### src/fdm_pkg.sv
// shared constants for the stereo flanger
package fdm_pkg;

	localparam int DEPTH_WORDS_DEF  = 1024;
	localparam int SAMPLE_BITS_DEF  = 16;
	localparam int SINE_ENTRIES_DEF = 1024;
	localparam int CHANNELS_DEF     = 2;

	localparam int SAMPLE_W = 16;
	localparam int SINE_W   = 16;

	localparam int MUL_BW     = 20;
	localparam int DIG_W      = 4;
	localparam int MUL_DIGITS = MUL_BW / DIG_W;

	localparam int PADDR_W = 5;
	localparam int PDATA_W = 32;

	localparam logic [2:0] REG_PHASE_STEP    = 3'd0;
	localparam logic [2:0] REG_CENTRE_DELAY  = 3'd1;
	localparam logic [2:0] REG_SWEEP_DEPTH   = 3'd2;
	localparam logic [2:0] REG_FEEDBACK_GAIN = 3'd3;
	localparam logic [2:0] REG_WET_MIX       = 3'd4;

	localparam logic [21:0] PHASE_STEP_RST    = 22'd22370;
	localparam logic [17:0] CENTRE_DELAY_RST  = 18'd24576;
	localparam logic [17:0] SWEEP_DEPTH_RST   = 18'd17152;
	localparam logic [15:0] FEEDBACK_GAIN_RST = 16'd16384;
	localparam logic [15:0] WET_MIX_RST       = 16'd16384;

	localparam logic [16:0] WET_ONE = 17'd32768;

endpackage

### src/fdm_mul.sv
// signed multiplier, one four-bit digit of the multiplier per cycle
module fdm_mul import fdm_pkg::*; #(
	parameter int AW = 17
) (
	input  logic                      clk,
	input  logic                      arst_n,
	input  logic                      start,
	input  logic                      accum,
	input  logic signed [AW-1:0]      a,
	input  logic signed [MUL_BW-1:0]  b,
	output logic                      done,
	output logic signed [AW+MUL_BW-1:0] p
);

	localparam int PW = AW + MUL_BW;
	localparam int CW = $clog2(MUL_DIGITS);

	logic signed [PW-1:0] mcand_q;
	logic [MUL_BW-1:0]    mplier_q;
	logic [CW-1:0]        cnt_q;
	logic                 run_q;
	logic                 done_q;
	logic signed [PW-1:0] acc_q;
	logic                 last;
	logic signed [DIG_W:0] dig_s;
	logic signed [PW-1:0] pp;

	assign last  = (cnt_q == CW'(MUL_DIGITS - 1));
	assign dig_s = last ? $signed({mplier_q[DIG_W-1], mplier_q[DIG_W-1:0]})
	                    : $signed({1'b0, mplier_q[DIG_W-1:0]});
	assign pp    = mcand_q * dig_s;

	always_ff @(posedge clk or negedge arst_n) begin
		if (!arst_n) begin
			run_q  <= 1'b0;
			done_q <= 1'b0;
			cnt_q  <= '0;
		end else begin
			done_q <= 1'b0;
			if (start) begin
				run_q <= 1'b1;
				cnt_q <= '0;
			end else if (run_q) begin
				cnt_q <= cnt_q + CW'(1);
				if (last) begin
					run_q  <= 1'b0;
					done_q <= 1'b1;
				end
			end
		end
	end

	always_ff @(posedge clk) begin
		if (start) begin
			mcand_q  <= PW'(a);
			mplier_q <= b;
			if (!accum) acc_q <= '0;
		end else if (run_q) begin
			acc_q    <= acc_q + pp;
			mcand_q  <= mcand_q <<< DIG_W;
			mplier_q <= mplier_q >> DIG_W;
		end
	end

	assign done = done_q;
	assign p    = acc_q;

endmodule

### config.mk
export PLATFORM = sky130hd
export DESIGN_NAME = fdm_mul
export DESIGN_NICKNAME = d
export VERILOG_FILES = /design/src/fdm_pkg.sv /design/src/fdm_mul.sv
export SDC_FILE = /design/constraint.sdc
export NUM_CORES = 1
export LEC_CHECK = 0
export BUFFER_PORTS_ARGS = -buffer_cell sky130_fd_sc_hd__buf_2
export CAP_MARGIN = 20
export CORE_MARGIN = 1.5
export CORE_UTILIZATION = 38
export DETAILED_ROUTE_END_ITERATION = 7
export PLACE_DENSITY = 0.61
export REMOVE_ABC_BUFFERS = 1
export SLEW_MARGIN = 20
export SYNTH_ARGS = -nofsm -noshare
export SYNTH_HDL_FRONTEND = slang
export SYNTH_SLANG_ARGS = --single-unit
export TNS_END_PERCENT = 1
### constraint.sdc
create_clock -name clk -period 13.55 [get_ports clk]
set_clock_uncertainty 0.15 [all_clocks]
set_input_delay 2.0325 -clock clk [delete_from_list [all_inputs] [get_ports clk]]
set_output_delay 2.0325 -clock clk [all_outputs]
set_load 0.05 [all_outputs]
==> results.sh <==
export IMPL_fin_nets=1365
export IMPL_synth_mux_area_frac=0.0319
export IMPL_netlist_area_leader_share=0.267
export IMPL_diodes=0
export IMPL_cts_max_path_buffers=2
export IMPL_cts_hold_buffers=0
export IMPL_root_buffer="clkbuf_16"
export IMPL_final_common_cell="inv_1"
export IMPL_dp_hpwl_um=17400
export IMPL_setup_viol=0
export IMPL_hold_viol=0
export IMPL_synthAdderAreaFrac=0.342
export IMPL_insertion_delay_ns=0.36
export IMPL_route_antenna_remaining_nets=0
export IMPL_worstHoldStart="mplier_q[10]"
export IMPL_yosysTopAreaCell="edfxtp_1"
export IMPL_path_class="register to register"
export IMPL_htree_levels=3
export IMPL_cts_resized_gates=0
export IMPL_critPathArrivalTime_ns=6.20
export IMPL_r2r_end="p[29]"
export IMPL_cp_start_kind="register"
export IMPL_nFillCells=2662
export IMPL_min_path_cells=1
export IMPL_dr_total_vias=7188
export IMPL_antenna_found_initial=0
export IMPL_rsz0062_at_grt="false"
export IMPL_slew_viol_final=0
export IMPL_synthSimpleGateAreaFrac=0.148
export IMPL_timing_rr_start="cnt_q[0]"
export IMPL_synth_edf_count=94
export IMPL_io_buffers=78
export IMPL_async_flop_share=0.0505
export IMPL_num_rows=60
export IMPL_finalSetupTns_ns=0
export IMPL_coreArea_mm2=0.0271
export IMPL_min_period_ns=6.24
export IMPL_die_w_um=170
export IMPL_numCtsBuffers=9
export IMPL_cp_slowest_cell="fa_1"
export IMPL_synth_top_family_by_area="adder cells"
export IMPL_drc=0
export IMPL_cts_tree="built"
export IMPL_cp_cell_sequence="inv_1 -> ha_1 -> nand3_1 -> buf_4 -> or2_2 -> fa_1 -> fa_1 -> fa_1 -> fa_1 -> inv_1 -> fa_1 -> a21oi_1 -> o221ai_2 -> a21oi_2 -> o31ai_2 -> a311o_1 -> a21o_1 -> a31oi_1 -> mux2_1"
export IMPL_grt_pass1_vias=7820
export IMPL_dieArea_mm2=0.0288
export IMPL_clk_pin_slew_worst_paths_ns=0.08
export IMPL_syn_inst=1053
export IMPL_ios=79
export IMPL_postRouteWirelength_um=23000
export IMPL_ys_ff_latch=99
export IMPL_maxCapViolations=0
export IMPL_drtPass1Iterations=7
export IMPL_clkSinkCount=99
export IMPL_via_per_inst=4.81
export IMPL_yosysUniqueCellTypes=51
export IMPL_max_freq_mhz=160
export IMPL_synth_yosys_seq_area_share=0.279
export IMPL_required_ns=13.51
export IMPL_reg2regPathDepth=19
export IMPL_syn_area_mm2=0.0106
export IMPL_initial_core_util=0.389
export IMPL_yosys_warnings=0
export IMPL_cts_setup_buffers=0
export IMPL_maxSlewHeadroom=0.463
export IMPL_syn2layout_area_growth_pct=10.3
export IMPL_end_kind="register"
export IMPL_die_h_um=170
export IMPL_overflow=0
export IMPL_status="complete, no violations"
export IMPL_grt_pass1_wl_um=39500
export IMPL_worstHoldEndpoint="mplier_q[6]"
export IMPL_synth_xor_area_share=0.0332
export IMPL_fin_crit_sh=0.460
export IMPL_syn_avg_cell_area_um2=10.0
export IMPL_r2r_slack_ns=7.31
export IMPL_synth_flop_cell="edfxtp_1"
export IMPL_grt_max_degree=73
export IMPL_path_common_cell="fa_1"
export IMPL_gr_usage_all_layers=0.174
export IMPL_worst_path_largest_cell_delay_ns=0.54
export IMPL_tightest_slew_ns=0.805
export IMPL_drt_iter0_markers=293
export IMPL_critPathMaxFanout=33
export IMPL_layout_common_cells="inv_1, and2_1, fa_1, edfxtp_1, nor2_1"
export IMPL_drive_gt1_frac=0.123
export IMPL_hp_class="register to register"
export IMPL_synthTopCellsByArea="edfxtp_1, fa_1, ha_1"
export IMPL_gp_congestion=0.793
export IMPL_synth_compound_area_frac=0.0732
export IMPL_wl_per_cell_um=15.4
per-stage QoR:
stage                     instance area [um2]  hold WS (ns)  setup WS [ns]   util  std cells
final                                   11600         0.399           7.31  0.429       1493
after global placement                  11400         0.378           7.47  0.419       1477
after floorplan                         10400         0.363           7.09      -       1018
after detailed placement                11400         0.384           7.34  0.419       1477
after CTS                               11600         0.403           7.33  0.429       1493
after global routing                    11600         0.412           7.06  0.429       1493
worst max path at each step:
stage | from | end | slack [ns] | depth (start not counted)
floorplan | mplier_q[3] | p[29] | 7.09 | 16
global placement | cnt_q[0] | p[29] | 7.47 | 19
detailed placement | cnt_q[0] | p[29] | 7.34 | 19
CTS | cnt_q[0] | p[29] | 7.33 | 19
global route | cnt_q[0] | p[29] | 7.06 | 19
finish | cnt_q[0] | p[29] | 7.31 | 19
area by class of cell:
type / instances / area [um2] / share of cell area
inverters: 224 / 841 / 0.0722
well taps: 372 / 465 / 0.0400
clock inverters: 6 / 51.3 / 0.00441
clock buffers: 10 / 229 / 0.0197
multi-input cells: 695 / 6640 / 0.571
repair buffers: 87 / 460 / 0.0396
flip-flops and latches: 99 / 2950 / 0.253
cell families (layout without fill, tap and decap cells):
| logic type | after synthesis | count (layout) |
|---|---|---|
| AOI/OAI and AO/OA | 121 | 121 |
| and+or+nand+nor | 296 | 296 |
| DFF | 99 | 99 |
| buffers and inverters | 259 | 327 |
| xor gates and xnor gates | 40 | 40 |
| muxes | 30 | 30 |
| adders and majority gates | 208 | 208 |
synth_stat cells, types with 2 or more instances:
cell and instances:
and2_1 138, nor4b_1 2, buf_1 2, dfrtp_1 5, nand4_1 4, ha_1 74
xnor2_1 27, nor2_1 80, nor3b_1 2, or2_2 2, o22ai_1 2, nand3_1 9
a211oi_1 6, a21boi_0 2, o21a_1 3, nand2b_1 5, nand2_1 33, a211o_1 2
xor2_1 13, and3_1 4, inv_1 224, a21o_1 13, clkbuf_1 33, mux2_2 28
edfxtp_1 94, o21ai_0 30, o21ai_1 12, nor3_1 6, nor2b_1 9, o211ai_1 3
o311ai_1 2, a31oi_1 4, fa_1 134, nor4bb_1 2, a21oi_1 28
metal layers:
| layer | wire (um) | GRT usage |
|---|---|---|
| met1 | 11000 | 0.239 |
| met2 | 10800 | 0.289 |
| met3 | 893 | 0.0280 |
| met4 | 258 | 0.0427 |
| met5 | 0 | 0 |
flip-flops by register name, indices dropped and copies added (netlist names):
name / cells
cnt_q: 3
run_q: 1
mcand_q: 37
p: 37
done: 1
mplier_q: 20
critical path: cells and delay by family, from the launching register on:
family,cells,cell delay [ns]
mux,1,0.34
flops,1,0.41
simple gates,2,0.42
fa+ha+maj,6,2.63
compound gates,7,1.62
buf+inv,3,0.41
Power is not shown: default switching activity piles up to over one toggle a cycle in this logic, so the estimate is an artifact.
